[src/sv/banked_memory_map_decoder_unit_assert.svh]
// Assertion macros for the banked memory map decoder unit
`ifndef BANKED_MEMORY_MAP_DECODER_UNIT_ASSERT_SVH
`define BANKED_MEMORY_MAP_DECODER_UNIT_ASSERT_SVH

`ifndef SYNTHESIS

// Same-cycle implication, disabled while reset is high
`define BMMD_ASSERT_IMP(label, clk, rst, ante, cons) \
   label: assert property (@(posedge clk) disable iff (rst) (ante) |-> (cons)) \
      else $error("bmmd assertion failed");

// Next-cycle implication, disabled while reset is high
`define BMMD_ASSERT_NXT(label, clk, rst, ante, cons) \
   label: assert property (@(posedge clk) disable iff (rst) (ante) |=> (cons)) \
      else $error("bmmd assertion failed");

`else

`define BMMD_ASSERT_IMP(label, clk, rst, ante, cons)
`define BMMD_ASSERT_NXT(label, clk, rst, ante, cons)

`endif

`endif

[src/sv/bmmd_pkg.sv]
// Shared types and constants for the banked memory map decoder
`timescale 1ns / 1ps

package bmmd_pkg;

   // Region sizes and derived offset bit counts
   localparam int ROM_BANK_BYTES  = 16384;
   localparam int VRAM_BANK_BYTES = 8192;
   localparam int WRAM_BANK_BYTES = 4096;
   localparam int ROM_BANK_BITS   = $clog2(ROM_BANK_BYTES);
   localparam int VRAM_BANK_BITS  = $clog2(VRAM_BANK_BYTES);
   localparam int WRAM_BANK_BITS  = $clog2(WRAM_BANK_BYTES);

   // Field widths
   localparam int ADDR_W   = 16;
   localparam int DATA_W   = 8;
   localparam int TARGET_W = 4;
   localparam int OFFSET_W = 21;

   // Target region codes
   localparam logic [TARGET_W-1:0] TGT_BOOT      = 4'd0;
   localparam logic [TARGET_W-1:0] TGT_ROM       = 4'd1;
   localparam logic [TARGET_W-1:0] TGT_VRAM      = 4'd2;
   localparam logic [TARGET_W-1:0] TGT_EXT_RAM   = 4'd3;
   localparam logic [TARGET_W-1:0] TGT_WRAM      = 4'd4;
   localparam logic [TARGET_W-1:0] TGT_OAM       = 4'd5;
   localparam logic [TARGET_W-1:0] TGT_IO        = 4'd6;
   localparam logic [TARGET_W-1:0] TGT_HRAM      = 4'd7;
   localparam logic [TARGET_W-1:0] TGT_IE        = 4'd8;
   localparam logic [TARGET_W-1:0] TGT_BANK_CTRL = 4'd9;

   // Access kinds
   localparam logic OP_READ  = 1'b0;
   localparam logic OP_WRITE = 1'b1;

   // Address map boundaries
   localparam logic [ADDR_W-1:0] BOOT_END        = 16'h0100;
   localparam logic [ADDR_W-1:0] ROM_SWITCH_BASE = 16'h4000;
   localparam logic [ADDR_W-1:0] VRAM_BASE       = 16'h8000;
   localparam logic [ADDR_W-1:0] EXT_RAM_BASE    = 16'hA000;
   localparam logic [ADDR_W-1:0] WRAM_BASE       = 16'hC000;
   localparam logic [ADDR_W-1:0] ECHO_BASE       = 16'hE000;
   localparam logic [ADDR_W-1:0] OAM_BASE        = 16'hFE00;
   localparam logic [ADDR_W-1:0] IO_BASE         = 16'hFF00;
   localparam logic [ADDR_W-1:0] HRAM_BASE       = 16'hFF80;
   localparam logic [ADDR_W-1:0] IE_ADDR         = 16'hFFFF;
   localparam logic [ADDR_W-1:0] VBK_ADDR        = 16'hFF4F;
   localparam logic [ADDR_W-1:0] SVBK_ADDR       = 16'hFF70;

   // Request word
   typedef struct packed {
      logic              opcode;
      logic [ADDR_W-1:0] address;
      logic [DATA_W-1:0] write_data;
   } req_word_type;

   // Response word
   typedef struct packed {
      logic [TARGET_W-1:0] target;
      logic [OFFSET_W-1:0] offset;
      logic                write_strobe;
      logic [DATA_W-1:0]   read_value;
   } rsp_word_type;

   // Bank controller and banking register state
   typedef struct packed {
      logic [6:0]        rom_bank;
      logic              ram_enabled;
      logic [1:0]        ram_bank;
      logic              rom_banking_mode;
      logic              video_bank;
      logic [2:0]        work_bank;
      logic [DATA_W-1:0] irq_enable_reg;
   } bank_state_type;

endpackage

[src/sv/bmmd_bank_regs.sv]
// Bank controller, banking and interrupt-enable registers
`timescale 1ns / 1ps

module bmmd_bank_regs (
   input  logic                    clock,
   input  logic                    reset,
   input  logic                    update,
   input  bmmd_pkg::bank_state_type state_in,
   output bmmd_pkg::bank_state_type state
);
   import bmmd_pkg::*;

   bank_state_type state_ff;

   // Load the next state as each word leaves decode
   always_ff @(posedge clock) begin
      if (reset) begin
         state_ff.rom_bank         <= 7'd1;
         state_ff.ram_enabled      <= 1'b0;
         state_ff.ram_bank         <= 2'd0;
         state_ff.rom_banking_mode <= 1'b1;
         state_ff.video_bank       <= 1'b0;
         state_ff.work_bank        <= 3'd1;
         state_ff.irq_enable_reg   <= '0;
      end else if (update) begin
         state_ff <= state_in;
      end
   end

   assign state = state_ff;

endmodule

[src/sv/bmmd_decode.sv]
// Address decode, offset generation and register update logic
`timescale 1ns / 1ps

module bmmd_decode (
   input  bmmd_pkg::req_word_type   req,
   input  bmmd_pkg::bank_state_type state,
   input  logic                     boot_overlay,
   output bmmd_pkg::rsp_word_type   rsp,
   output bmmd_pkg::bank_state_type state_next
);
   import bmmd_pkg::*;

   // Bank control write areas, picked by address bits 14:13
   localparam logic [1:0] BCTL_RAM_ENABLE = 2'd0;
   localparam logic [1:0] BCTL_ROM_LOW    = 2'd1;
   localparam logic [1:0] BCTL_UPPER      = 2'd2;
   localparam logic [1:0] BCTL_MODE       = 2'd3;

   logic [ADDR_W-1:0]   addr;
   logic [DATA_W-1:0]   data;
   logic                wr;
   logic [4:0]          rom_low;
   logic [6:0]          rom_sel;
   logic [2:0]          work_sel;
   logic [OFFSET_W-1:0] rom_offset;
   logic [OFFSET_W-1:0] vram_offset;
   logic [OFFSET_W-1:0] wram_offset;

   assign addr = req.address;
   assign data = req.write_data;
   assign wr   = (req.opcode == OP_WRITE);

   // Bank selects; zero in the low ROM field and in the WRAM bank act as one
   assign rom_low  = (data[4:0] == 5'd0) ? 5'd1 : data[4:0];
   assign rom_sel  = state.rom_banking_mode ? state.rom_bank : {2'b00, state.rom_bank[4:0]};
   assign work_sel = (state.work_bank == 3'd0) ? 3'd1 : state.work_bank;

   // Physical offsets for the banked regions
   assign rom_offset  = (OFFSET_W'(rom_sel) << ROM_BANK_BITS)
                      | OFFSET_W'(addr[ROM_BANK_BITS-1:0]);
   assign vram_offset = (OFFSET_W'(state.video_bank) << VRAM_BANK_BITS)
                      | OFFSET_W'(addr[VRAM_BANK_BITS-1:0]);
   // Echo area maps onto WRAM with the same bit 12, so one form serves both
   assign wram_offset = addr[WRAM_BANK_BITS] ?
                        ((OFFSET_W'(work_sel) << WRAM_BANK_BITS)
                         | OFFSET_W'(addr[WRAM_BANK_BITS-1:0])) :
                        OFFSET_W'(addr[WRAM_BANK_BITS-1:0]);

   // Decode the region and work out the register updates
   always_comb begin
      rsp        = '0;
      state_next = state;
      if (addr < VRAM_BASE) begin
         if (wr) begin
            rsp.target = TGT_BANK_CTRL;
            rsp.offset = OFFSET_W'(addr);
            case (addr[14:13])
               BCTL_RAM_ENABLE: state_next.ram_enabled = (data[3:0] == 4'hA);
               BCTL_ROM_LOW:    state_next.rom_bank = {state.rom_bank[6:5], rom_low};
               BCTL_UPPER: begin
                  if (state.rom_banking_mode) begin
                     state_next.rom_bank = {data[1:0], state.rom_bank[4:0]};
                  end else begin
                     state_next.ram_bank = data[1:0];
                  end
               end
               BCTL_MODE:       state_next.rom_banking_mode = ~data[0];
               default:         state_next = state;
            endcase
         end else if (addr < BOOT_END && boot_overlay) begin
            rsp.target = TGT_BOOT;
            rsp.offset = OFFSET_W'(addr);
         end else if (addr < ROM_SWITCH_BASE) begin
            rsp.target = TGT_ROM;
            rsp.offset = OFFSET_W'(addr);
         end else begin
            rsp.target = TGT_ROM;
            rsp.offset = rom_offset;
         end
      end else if (addr < EXT_RAM_BASE) begin
         rsp.target       = TGT_VRAM;
         rsp.offset       = vram_offset;
         rsp.write_strobe = wr;
      end else if (addr < WRAM_BASE) begin
         rsp.target = TGT_EXT_RAM;
      end else if (addr < OAM_BASE) begin
         // Plain WRAM and its echo
         rsp.target       = TGT_WRAM;
         rsp.offset       = wram_offset;
         rsp.write_strobe = wr;
      end else if (addr < IO_BASE) begin
         rsp.target       = TGT_OAM;
         rsp.offset       = OFFSET_W'(addr[7:0]);
         rsp.write_strobe = wr;
      end else if (addr < HRAM_BASE) begin
         rsp.target       = TGT_IO;
         rsp.offset       = OFFSET_W'(addr[6:0]);
         rsp.write_strobe = wr;
         if (wr && addr == VBK_ADDR) begin
            state_next.video_bank = data[0];
         end
         if (wr && addr == SVBK_ADDR) begin
            state_next.work_bank = data[2:0];
         end
      end else if (addr < IE_ADDR) begin
         rsp.target       = TGT_HRAM;
         rsp.offset       = OFFSET_W'(addr[6:0]);
         rsp.write_strobe = wr;
      end else begin
         rsp.target       = TGT_IE;
         rsp.write_strobe = wr;
         if (wr) begin
            state_next.irq_enable_reg = data;
         end else begin
            rsp.read_value = state.irq_enable_reg;
         end
      end
   end

endmodule

[src/sv/banked_memory_map_decoder_unit.sv]
// Banked memory map decoder: one bus access in, one decoded word out
// Requests pass the input register, then the result register, to the response.
// One word per cycle when not stalled; decode and register update sit in one stage.
// The pipeline moves whenever the result register is empty or being taken.
// Reset (synchronous, active high) clears both valid flags, sets ROM bank 1,
// ROM banking mode, WRAM bank 1, boot overlay on; other bank registers zero.
`timescale 1ns / 1ps

module banked_memory_map_decoder_unit (
   input  logic                   clock,
   input  logic                   reset,
   input  logic                   req_valid,
   output logic                   req_stall,
   input  bmmd_pkg::req_word_type req_word,
   output logic                   rsp_valid,
   input  logic                   rsp_stall,
   output bmmd_pkg::rsp_word_type rsp_word,
   input  logic                   csr_write_enable,
   input  logic                   csr_write_data
);
   import bmmd_pkg::*;

`include "banked_memory_map_decoder_unit_assert.svh"

   logic           in_valid_ff;
   logic           in_valid_in;
   req_word_type   in_word_ff;
   logic           rsp_valid_ff;
   logic           rsp_valid_in;
   rsp_word_type   rsp_word_ff;
   rsp_word_type   dec_word;
   logic           boot_overlay_ff;
   logic           advance;
   bank_state_type bank_state;
   bank_state_type bank_state_next;

   // Advance the input word when the result register is free or draining
   assign advance   = in_valid_ff && (!rsp_valid_ff || !rsp_stall);
   assign req_stall = in_valid_ff && rsp_valid_ff && rsp_stall;

   // Boot overlay control register
   always_ff @(posedge clock) begin
      if (reset) begin
         boot_overlay_ff <= 1'b1;
      end else if (csr_write_enable) begin
         boot_overlay_ff <= csr_write_data;
      end
   end

   // Input register
   assign in_valid_in = req_stall ? in_valid_ff : req_valid;

   always_ff @(posedge clock) begin
      if (reset) begin
         in_valid_ff <= 1'b0;
      end else begin
         in_valid_ff <= in_valid_in;
      end
   end

   always_ff @(posedge clock) begin
      if (req_valid && !req_stall) begin
         in_word_ff <= req_word;
      end
   end

   // Decode against the current bank state
   bmmd_decode u_decode (
      .req          (in_word_ff),
      .state        (bank_state),
      .boot_overlay (boot_overlay_ff),
      .rsp          (dec_word),
      .state_next   (bank_state_next)
   );

   bmmd_bank_regs u_bank_regs (
      .clock    (clock),
      .reset    (reset),
      .update   (advance),
      .state_in (bank_state_next),
      .state    (bank_state)
   );

   // Result register; hold while stalled, drop once taken
   assign rsp_valid_in = advance ? 1'b1 : (rsp_valid_ff && rsp_stall);

   always_ff @(posedge clock) begin
      if (reset) begin
         rsp_valid_ff <= 1'b0;
      end else begin
         rsp_valid_ff <= rsp_valid_in;
      end
   end

   always_ff @(posedge clock) begin
      if (advance) begin
         rsp_word_ff <= dec_word;
      end
   end

   assign rsp_valid = rsp_valid_ff;
   assign rsp_word  = rsp_word_ff;

   // Checks on the decode and the state update
   `BMMD_ASSERT_NXT(a_state_holds, clock, reset, !advance, $stable(bank_state))
   `BMMD_ASSERT_IMP(a_read_value_ie_only, clock, reset,
      rsp_valid && rsp_word.target != TGT_IE, rsp_word.read_value == '0)
   `BMMD_ASSERT_IMP(a_no_strobe_rom_side, clock, reset,
      rsp_valid && rsp_word.write_strobe,
      rsp_word.target != TGT_BOOT && rsp_word.target != TGT_ROM &&
      rsp_word.target != TGT_EXT_RAM && rsp_word.target != TGT_BANK_CTRL)
   `BMMD_ASSERT_IMP(a_ext_ram_zero, clock, reset,
      rsp_valid && rsp_word.target == TGT_EXT_RAM, rsp_word.offset == '0)

endmodule
[config.mk]
export PLATFORM = sky130hd
export DESIGN_NAME = banked_memory_map_decoder_unit
export DESIGN_NICKNAME = d
export VERILOG_FILES = /design/src/sv/bmmd_pkg.sv /design/src/sv/bmmd_bank_regs.sv /design/src/sv/bmmd_decode.sv /design/src/sv/banked_memory_map_decoder_unit.sv
export VERILOG_INCLUDE_DIRS = /design/src /design/src/sv
export SDC_FILE = /design/constraint.sdc
export NUM_CORES = 1
export LEC_CHECK = 0
export BUFFER_PORTS_ARGS = -buffer_cell sky130_fd_sc_hd__buf_2
export CAP_MARGIN = 25
export CORE_MARGIN = 3
export CORE_UTILIZATION = 48
export CTS_CLUSTER_DIAMETER = 60
export DETAILED_ROUTE_END_ITERATION = 10
export PLACE_DENSITY = 0.71
export REMOVE_ABC_BUFFERS = 1
export SETUP_SLACK_MARGIN = 0.05
export SLEW_MARGIN = 20
export SYNTH_ARGS = -nofsm -noshare
export SYNTH_HDL_FRONTEND = slang
export SYNTH_HIERARCHICAL = 1
export SYNTH_SLANG_ARGS = --single-unit
[constraint.sdc]
create_clock -name clock -period 4.75 [get_ports clock]
set_input_delay 0.2375 -clock clock [delete_from_list [all_inputs] [get_ports clock]]
set_output_delay 0.2375 -clock clock [all_outputs]
set_load 0.1 [all_outputs]
# Yosys cells after proc, flatten, opt, wreduce, memory -nomap -nowiden
# Index checks and enable logic that the tools add are counted.
[word_totals]
ff_bits = 82
output_inout_bits = 36
wordCells = 99
[classes]
order_cmp = 9
n_eq_ne = 5
mux = 35
bitwise_logic = 13
n_reduce_logical = 21
[op_table]
columns = ["cell", "n"]
rows = [
  ["16-bit less-than comparator (second input constant)", 7],
  ["26-bit 2-to-1 mux", 4],
  ["25-bit 2-to-1 mux", 3],
  ["8-bit 2-to-1 mux", 8],
  ["12-bit 2-to-1 mux", 5],
  ["21-bit 2-to-1 mux", 2],
  ["16-bit equality test (second input constant)", 2],
  ["30-bit 2-to-1 mux", 1],
  ["7-bit 2-to-1 mux", 3],
  ["21-bit by 14-bit bitwise OR with 21-bit output", 1],
  ["16-bit by 15-bit less-than comparator with 1-bit output (second input constant)", 1],
  ["16-bit by 9-bit less-than comparator with 1-bit output (second input constant)", 1],
  ["8-bit AND reduction", 2],
  ["15-bit by 12-bit bitwise OR with 15-bit output", 1],
  ["14-bit by 13-bit bitwise OR with 14-bit output", 1],
  ["7-bit one-hot mux with 2 select lines", 1],
  ["4-bit 2-to-1 mux", 3],
  ["1-bit inverter", 10],
  ["9-bit AND reduction", 1],
  ["1-bit logical AND", 8],
  ["8-bit OR reduction", 1],
  ["3-bit 2-to-1 mux", 2],
  ["6-bit AND reduction", 1],
  ["5-bit zero test", 1],
  ["other kinds (9)", 13],
]

# Longest topological paths before layout
# Gate-level depths: netlist of the first run.
[depth]
word_depth = 9
ltp_mapped = 8
mapped_depth_nobuf = 7

# Cells and area by module
# The synthesis of the first run kept the hierarchy.
[modules_own_cells]
columns = ["mod", "n_inst", "cells_each", "area_per_inst_um2", "seq_area_each_um2"]
rows = [
  ["banked_memory_map_decoder_unit", 1, 72, 1884.3, 1831.8],
  ["bmmd_decode", 1, 125, 865.8, 0.0],
  ["bmmd_bank_regs", 1, 74, 840.8, 460.4],
]

# Worst setup path after synthesis of the first run
# OpenSTA, ideal clock, no wires.
[synth_path]
path_type = "reg2reg"
from = "register rsp_valid_ff, in the netlist rsp_valid"
to = "register u_bank_regs.state_ff, in the netlist u_bank_regs/state[5]"
arrival_ns = 4.136
required_time_ns = 4.622
slack_ns = 0.487
stages_incl_launch_ff = 6
n_path_buf = 2
synth_period_minus_slack_ns = 4.263
path_cell_list = "dfxtp_1 -> a21boi_0 -> buf_6 -> buf_12 -> mux2i_1 -> nor2_1"
[synth_between]
elab_chain_cells = 4
[synth_rtl]
columns = ["item", "line", "rtl"]
rows = [
  ["start: declaration", "banked_memory_map_decoder_unit.sv:28", "logic rsp_valid_ff;"],
  ["start signal: assignment", "banked_memory_map_decoder_unit.sv:91", "rsp_valid_ff <= rsp_valid_in;"],
  ["1-bit zero test", "banked_memory_map_decoder_unit.sv:38", "assign advance = in_valid_ff && (!rsp_valid_ff || !rsp_stall);"],
  ["1-bit logical OR", "banked_memory_map_decoder_unit.sv:38", ""],
  ["1-bit logical AND", "banked_memory_map_decoder_unit.sv:38", ""],
  ["via advance", "banked_memory_map_decoder_unit.sv:33", "logic advance;"],
  ["9-bit AND reduction (no source line)", "n/a", ""],
  ["end signal: assignment", "bmmd_bank_regs.sv:26", "state_ff <= state_in;"],
  ["end: declaration", "bmmd_bank_regs.sv:13", "bank_state_type state_ff;"],
]
# The timed path passes the listed nets, and every way through them passes these cells.
# A chain may end at the register's enable or synchronous reset.

# Worst setup path after layout of the first run
[layout_path]
from = "register in_word_ff[23] (netlist bit)"
to = "register u_bank_regs.state_ff, in the netlist u_bank_regs/state[8]"
[layout_between]
elab_chain_cells = 3
word_cells_on_any_way = 14
classes_between = "order compare: 6; eq/ne: 1; bitwise: 5; reduce/logical: 2"
[layout_rtl]
columns = ["item", "line", "rtl"]
rows = [
  ["start: declaration", "banked_memory_map_decoder_unit.sv:27", "req_word_type in_word_ff;"],
  ["start signal: assignment", "banked_memory_map_decoder_unit.sv:63", "in_word_ff <= req_word;"],
  ["16-bit less-than comparator, or another cell as far along", "bmmd_decode.sv:53", "if (addr < VRAM_BASE) begin"],
  ["1-bit inverter (no source line) / 1-bit logical AND (equally long branches)", "n/a", ""],
  ["8-bit AND reduction (no source line) *", "n/a", ""],
]
# Mark *: on every way between the ends. The rest lies on a longest branch, timed or not.

==> impl_metrics.toml, run 1 <==
[drt]
drt_first_pass_iters = 4
postRouteAntennaNets = 0
wl_mm = 6.197
vias = 2151
vias_per_cell = 5.037
drc_errors = 0
avgRoutedWirePerCell_um = 14.51
first_iter_violations = 136

[place]
hpwl_mm = 4.348
portBuffers = 66
gp_congestion = 0.8257
placed_cells = 411

[final_layout]
fin_nets = 361
multi_input_area_sq_um = 1121
drive_above_1_share = 0.2931
n_fill_cell = 576
insertedDiodeCount = 0
seqCellArea_sq_um = 2232
fin_cells = 427
final_util = 0.5852
area_growth_pct = 17.05

[timing]
maxSlewHeadroom = 0.3655
setup_violations = 0
fin_crit_sh = 0.4926
hold_viol_final = 0
rsz0062_at_grt = "no"
final.setup_skew_ns = 0.01090
drv_slew = 0
min_period_ns = 2.340
worst_pin_slew_ns = 0.9493
fmax_mhz = 427.4

[worst_setup_path]
crit_fanout = 16
worstSetupPathType = "reg2reg"
worstPathRequired_ns = 4.98
cp-start-kind = "register"
critical_path_arrival_ns = 2.57
worst_setup_path_end_kind = "register"
reg2reg_slack_ns = 2.41

[global_route]
grt_usage = 0.1592
overflow = 0
grt_max_degree = 31
grt_pass1_vias = 2135
grt_pass1_wl_mm = 10.15
antenna_found_initial = 0

[clocking]
clk_path_buf_depth = 2
hold_buffers = 0
cts_max_level = 3
cts.sinks = 82
cts_root_buf = "clkbuf_8"
insertion_delay_ns = 0.34
postCtsSetupBuffers = 0
cts_tree = "built"
cts-buffers-inserted = 9
cts_resized = 0
path_clk_slew_ns = 0.08

[floorplan]
pin_count = 67
core_area_sq_um = 6869
die_h_um = 90.59
placementRows = 30
die_area_sq_um = 8207
die_w_um = 90.59
initial_core_util = 0.5000

[yosys]
synthCells = 255
netlist_area_sq_um = 3435
syn_area_per_cell_sq_um = 13.47
yosys_warnings = 6

[power]
irDropWorstVdd_uv = 180.7
power_per_cell_area_nw_per_um2 = 367.9
leakage_uw = 0.001570
p_total_uw = 1479

[flow_run]
cap_violations = 0

[worst_hold_path]
hp-class = "in2reg"

[outcome]
status = "completed"
==> stage by stage <==
step	area (sq um)	worst slack, ns	hold WS [ns]	setup TNS [ns]
after floorplan	3362	-1.261	0.3066	-65.69
after global placement	3841	2.514	0.4154	0
after global routing	4020	2.212	0.04212	0
after detailed placement	3841	2.451	0.4156	0
final	4020	2.410	0.06232	0
after CTS	4020	2.438	0.05099	0
==> registers in the layout, summed over array words and instances, names as in the netlist <==
| register | count |
|---|---|
| boot_overlay_ff | 1 |
| in_word_ff | 25 |
| u_bank_regs/state | 20 |
| in_valid_ff | 1 |
| rsp_valid | 1 |
| rsp_word | 34 |
==> report_power, final <==
part	internal, uW	switching, uW
combinational	40.1	152
clock	240	224
sequential	801	21.8
==> metal layers <==
metal | global-route usage | routed length, um
met1 | 0.2023 | 2824
met2 | 0.2532 | 2921
met3 | 0.05417 | 353
met4 | 0.05740 | 97
met5 | 0 | 0
==> final timing paths <==
| path | cells after the start | start | to |
|---|---|---|---|
| worst max-delay path | 5 | in_word_ff[23] | u_bank_regs/state[8] |
| worst min-delay path | 1 | req_word[10] | in_word_ff[10] |
| worst max register to register | 5 | in_word_ff[23] | u_bank_regs/state[8] |
| worst min register to register | 2 | in_valid_ff | rsp_valid |
==> worst max-delay path: stages, from the launching register on <==
cell and delay [ns]:
edfxtp_1 0.64, nand4_2 0.24, or2_4 0.34, nor4_4 0.36
mux2_1 0.35, a211o_1 0.30
==> cell type report <==
class	instances	area share
Timing Repair Buffer	68	0.08590
Multi-Input combinational cell	159	0.2789
Inverter	6	0.005602
Clock buffer	12	0.03361
Tap cell	96	0.02988
Sequential cell	82	0.5552
Clock inverter	4	0.01089
==> cells in the final DEF, fill, tap and decap left out, types with 6 or more instances in the layout <==
cell and instances:
a22o_1 6, mux2_2 7, edfxtp_1 59, clkbuf_8 9, dfxtp_1 23, o21ai_0 6
a21oi_1 7, and2_1 23, nand2_1 8, buf_2 66, inv_1 6, mux2i_1 17
nor2b_1 6, nor2_1 26
(Power assumes the default switching activity.)
==> inputs of run 2 (changes only) <==
- clock period: 4.75 -> 2.25 ns (I/O delays scaled with it)
==> run 2 against run 1 <==
  * Highest routed layer unchanged
  * Critical path depth is the same
  * Critical endpoint unchanged
  * Clock-buffer cell count is the same
  * Global-route usage grew 1.6 points
  * Non-clock buffer count grew 35
  * Design area grew 8.7%
  * Sequential cell count is the same
  * Worst setup slack lost 2.3 ns
  * Combinational power grew 140%
  * First-iteration DRC count grew 24%
==> impl_metrics.toml, run 2 (synthesis gave the netlist of run 1 again) <==
[worst_setup_path]
critical_path_arrival_ns = 2.33
r2r-start = "in_word_ff[20]"
cp-start-kind = "register"
worstPathRequired_ns = 2.48
worst_setup_path_end_kind = "register"
crit_fanout = 5
cp-startpoint = "in_word_ff[20]"
worstSetupPathType = "reg2reg"

[floorplan]
die_area_sq_um = 8207
die_h_um = 90.59
pin_count = 67
placementRows = 30
initial_core_util = 0.5000
core_area_sq_um = 6869
die_w_um = 90.59

[final_layout]
layout_commonest_cell = "buf_2"
drive_above_1_share = 0.2869
largest_register_ffs = 34
multi_input_area_sq_um = 1121
n_fill_cell = 545
final_util = 0.6364
fin_nets = 396
fin_cells = 462
most-common-layout-cells = "buf_2 (66), edfxtp_1 (59), dlygate4sd3_1 (27)"
area_growth_pct = 27.29
insertedDiodeCount = 0
seqCellArea_sq_um = 2232

[power]
leakage_uw = 0.001728
p_total_uw = 3207
power_per_cell_area_nw_per_um2 = 733.6
p_switching_uw = 856.4
swShare = 0.2670
irDropWorstVdd_uv = 398.0
power_frac_comb = 0.145
intPower_uw = 2351
pwr-share-clk = 0.316
power_frac_seq = 0.539

[drt]
met1_length_mm = 2.974
vias_per_cell = 4.998
postRouteAntennaNets = 0
drc_errors = 0
vias = 2309
wl_mm = 6.676
wl_met3_um = 309
drt_first_pass_iters = 4
avgRoutedWirePerCell_um = 14.45
first_iter_violations = 168
top_layer_used = "met4"
dr_wl_met2_mm = 3.226

[global_route]
grt_usage = 0.1750
overflow = 0
grt_pass1_vias = 2315
grt_pass1_wl_mm = 11.12
grt_max_degree = 58
antenna_found_initial = 0

[timing]
final.setup_skew_ns = 0.008099
hold_slack_ns = 0.03892
fmax_mhz = 476.7
min_period_ns = 2.098
worst_pin_slew_ns = 0.6473
drv_slew = 0
fin_crit_sh = 0.9324
setup_violations = 0
maxSlewHeadroom = 0.5639
tns_ns = 0
hold_viol_final = 0
rsz0062_at_grt = "no"

[clocking]
cts_resized = 0
cts.sinks = 82
postCtsSetupBuffers = 0
insertion_delay_ns = 0.34
cts_max_level = 3
hold_buffers = 27
cts_tree = "built"
path_clk_slew_ns = 0.08
cts_root_buf = "clkbuf_8"
clk_path_buf_depth = 2
cts-buffers-inserted = 9

[place]
gp_congestion = 0.8728
portBuffers = 66
hpwl_mm = 4.413
placed_cells = 419

[flow_run]
cap_violations = 0

[worst_hold_path]
hp-class = "in2reg"
min_from = "req_valid"

[outcome]
status = "completed"
## run 2: stage by stage
step                      area [sq um]  setup WS, ns
after floorplan                   3362        -3.761
after global placement            3914        0.2472
after detailed placement          3914        0.1798
after CTS                         4372        0.1623
after global routing              4372       0.06924
final                             4372        0.1522
## run 2: critical path, stage by stage, from the launching register on
cell and delay (ns):
edfxtp_1 0.44, nand4_2 0.21, or2_4 0.34, nor4_4 0.35, mux2_1 0.36, a211o_1 0.29
## run 2: worst paths after layout
path | end | slack (ns) | depth (start not counted)
max | u_bank_regs/state[8] | 0.15 | 5
min | in_valid_ff | 0.04 | 3
max reg2reg | u_bank_regs/state[8] | 0.15 | 5
min reg2reg | rsp_valid | 0.50 | 2
## run 2: per-layer routing
metal  GRT usage  vias to the layer above
met2      0.2761                       67
met4     0.09439                        0
met3     0.03417                       14
met5           0                        -
li1            -                     1151
met1      0.2276                     1077
## run 2: final cells by class
class,count,area share
clock inverters,4,0.009731
flip-flops and latches,82,0.5106
inverters,6,0.005152
clock buffers,12,0.03320
well taps,96,0.02748
multi-input cells,159,0.2564
repair buffers,103,0.1574
## run 2: power by group through the flow
stage / combinational [uW] / clock (uW) / sequential [uW]
3_3_place_gp: 425 / 0 / 1760
5_1_grt: 492 / 1100 / 1740
6_report: 465 / 1010 / 1730
2_1_floorplan: 101 / 0 / 1990
4_1_cts: 465 / 1040 / 1730
3_5_place_dp: 428 / 0 / 1760
==> inputs of run 3 (changes only) <==
- ABC_AREA: not set -> 1
- PLACE_DENSITY: 0.71 -> 0.7
==> run 3 against run 2 <==
  * Clock skew shrank 0.0016 ns
  * Area after synthesis grew 11%
  * Sequential share of layout area decreased by 3.5 points
  * Worst setup slack better by 0.25 ns
  * Clock power about the same
  * First-iteration DRC count is 3.0% lower
  * Largest power group unchanged
==> impl_metrics.toml, run 3 <==
[drt]
first_iter_violations = 163
vias_per_cell = 4.788
vias = 3050
wl_mm = 7.806
drc_errors = 0
postRouteAntennaNets = 0
drt_first_pass_iters = 4
avgRoutedWirePerCell_um = 12.25

[place]
gp_congestion = 0.8513
hpwl_mm = 5.189
placed_cells = 593
portBuffers = 66

[worst_setup_path]
r2r-start = "in_word_ff[22]"
r2r-end = "u_bank_regs/state[18]"
path_buf_inv = 2
cpMostUsedCell = "nand2_1"
worstSetupPathType = "reg2reg"
cp.depth = 9
critPathTopFamily = "simple AND/OR/NAND/NOR gates"
crit_fanout = 7
cp_slowest_cell = "edfxtp_1"
worst_setup_path_end_kind = "register"
crit_chain = "inv_2 > ha_1 > nand2_1 > nor3_1 > o22ai_1 > inv_1 > nand2_1 > nand2_1 > nor2_1"
critical_path_arrival_ns = 2.10
reg2reg_slack_ns = 0.40
r2r_cells = 9
cp-start-kind = "register"
worstPathRequired_ns = 2.50
critPathMaxStageDelay_ns = 0.49

[global_route]
grt_usage = 0.1884
grt_pass1_wl_mm = 13.05
overflow = 0
antenna_found_initial = 0
grt_max_degree = 51
grt_pass1_vias = 2952

[timing]
final.setup_skew_ns = 0.006500
maxSlewHeadroom = 0.5415
rsz0062_at_grt = "no"
fin_crit_sh = 0.8206
min_period_ns = 1.846
drv_slew = 0
hold_viol_final = 0
setup_violations = 0
fmax_mhz = 541.6
worst_pin_slew_ns = 0.6870

[clocking]
path_clk_slew_ns = 0.08
cts_max_level = 3
cts-buffers-inserted = 9
cts_root_buf = "clkbuf_8"
hold_buffers = 28
cts.sinks = 82
clk_path_buf_depth = 2
cts_tree = "built"
postCtsSetupBuffers = 0
insertion_delay_ns = 0.35
cts_resized = 0

[floorplan]
initial_core_util = 0.5109
core_area_sq_um = 7486
die_h_um = 95.27
placementRows = 31
die_area_sq_um = 9075
pin_count = 67
die_w_um = 95.27

[final_layout]
most-common-layout-cells = "nand2_1 (116), nor2_1 (73), inv_1 (69)"
fin_nets = 568
insertedDiodeCount = 0
layout_commonest_cell = "nand2_1"
area_growth_pct = 22.77
fin_cells = 637
final_util = 0.6273
largest_register_ffs = 34
drive_above_1_share = 0.1822

[power]
intPower_uw = 2361
power_per_cell_area_nw_per_um2 = 705.1
power_frac_seq = 0.533
swShare = 0.2870
power_frac_comb = 0.164
irDropWorstVdd_uv = 432.1
leakage_uw = 0.002176
p_switching_uw = 950.1
pwr-share-clk = 0.303

[flow_run]
cap_violations = 0

[yosys]
yosys_warnings = 6
syn_area_per_cell_sq_um = 8.773
synthCells = 436
netlist_area_sq_um = 3825

[outcome]
status = "completed"

[worst_hold_path]
min_from = "req_valid"
hp-class = "in2reg"
whs_endpoint = "in_valid_ff"
hold_depth = 3
## run 3: routing by layer
metal	global-route usage	part of all wire	vias up	wire (um)
li1	-	-	1572	-
met1	0.2296	0.44	1388	3458
met2	0.3131	0.48	77	3763
met3	0.03473	0.055	13	426
met4	0.1070	0.020	0	157
met5	0	0	-	0
## run 3: per-stage QoR
stage	setup slack [ns]	hold WS, ns	area (sq um)	total power (uW)	TNS (ns)
finish	0.4037	0.01775	4696	3311	0
global route	0.1241	0.03648	4696	3462	0
CTS	0.4177	0.004213	4696	3330	0
detailed placement	0.4190	0.2906	4232	2300	0
global placement	0.4603	0.2894	4232	2288	0
floorplan	-2.238	0.1749	3724	2189	-111.40
## run 3: power by group through the flow
| stage | clock (uW) | combinational [uW] | sequential [uW] |
|---|---|---|---|
| finish | 1000 | 541 | 1760 |
| global placement | 0 | 492 | 1800 |
| floorplan | 0 | 199 | 1990 |
| CTS | 1020 | 541 | 1760 |
| global route | 1090 | 596 | 1780 |
| detailed placement | 0 | 501 | 1800 |
## run 3: worst reg2reg max path, cell delays in order (launching register included)
cell and delay [ns]:
edfxtp_1 0.49, inv_2 0.13, ha_1 0.29, nand2_1 0.06, nor3_1 0.44, o22ai_1 0.12, inv_1 0.08, nand2_1 0.05
nand2_1 0.06, nor2_1 0.04
## run 3: worst max-delay path by stage
stage	startpoint	to	slack, ns
4_1_cts	in_word_ff[22]	u_bank_regs/state[20]	0.42
3_5_place_dp	in_word_ff[22]	u_bank_regs/state[20]	0.42
6_report	in_word_ff[22]	u_bank_regs/state[18]	0.40
2_1_floorplan	rsp_valid	u_bank_regs/state[12]	-2.24
5_1_grt	in_word_ff[22]	u_bank_regs/state[18]	0.12
3_3_place_gp	in_word_ff[22]	u_bank_regs/state[19]	0.46
## run 3: cell type report
cell class | count | area, sq um
clock inverters | 7 | 60.06
clock buffers | 9 | 123.9
multi-input cells | 271 | 1236
fillers | 623 | 2790
inverters | 71 | 266.5
well taps | 99 | 123.9
repair buffers | 98 | 653.1
flip-flops and latches | 82 | 2232
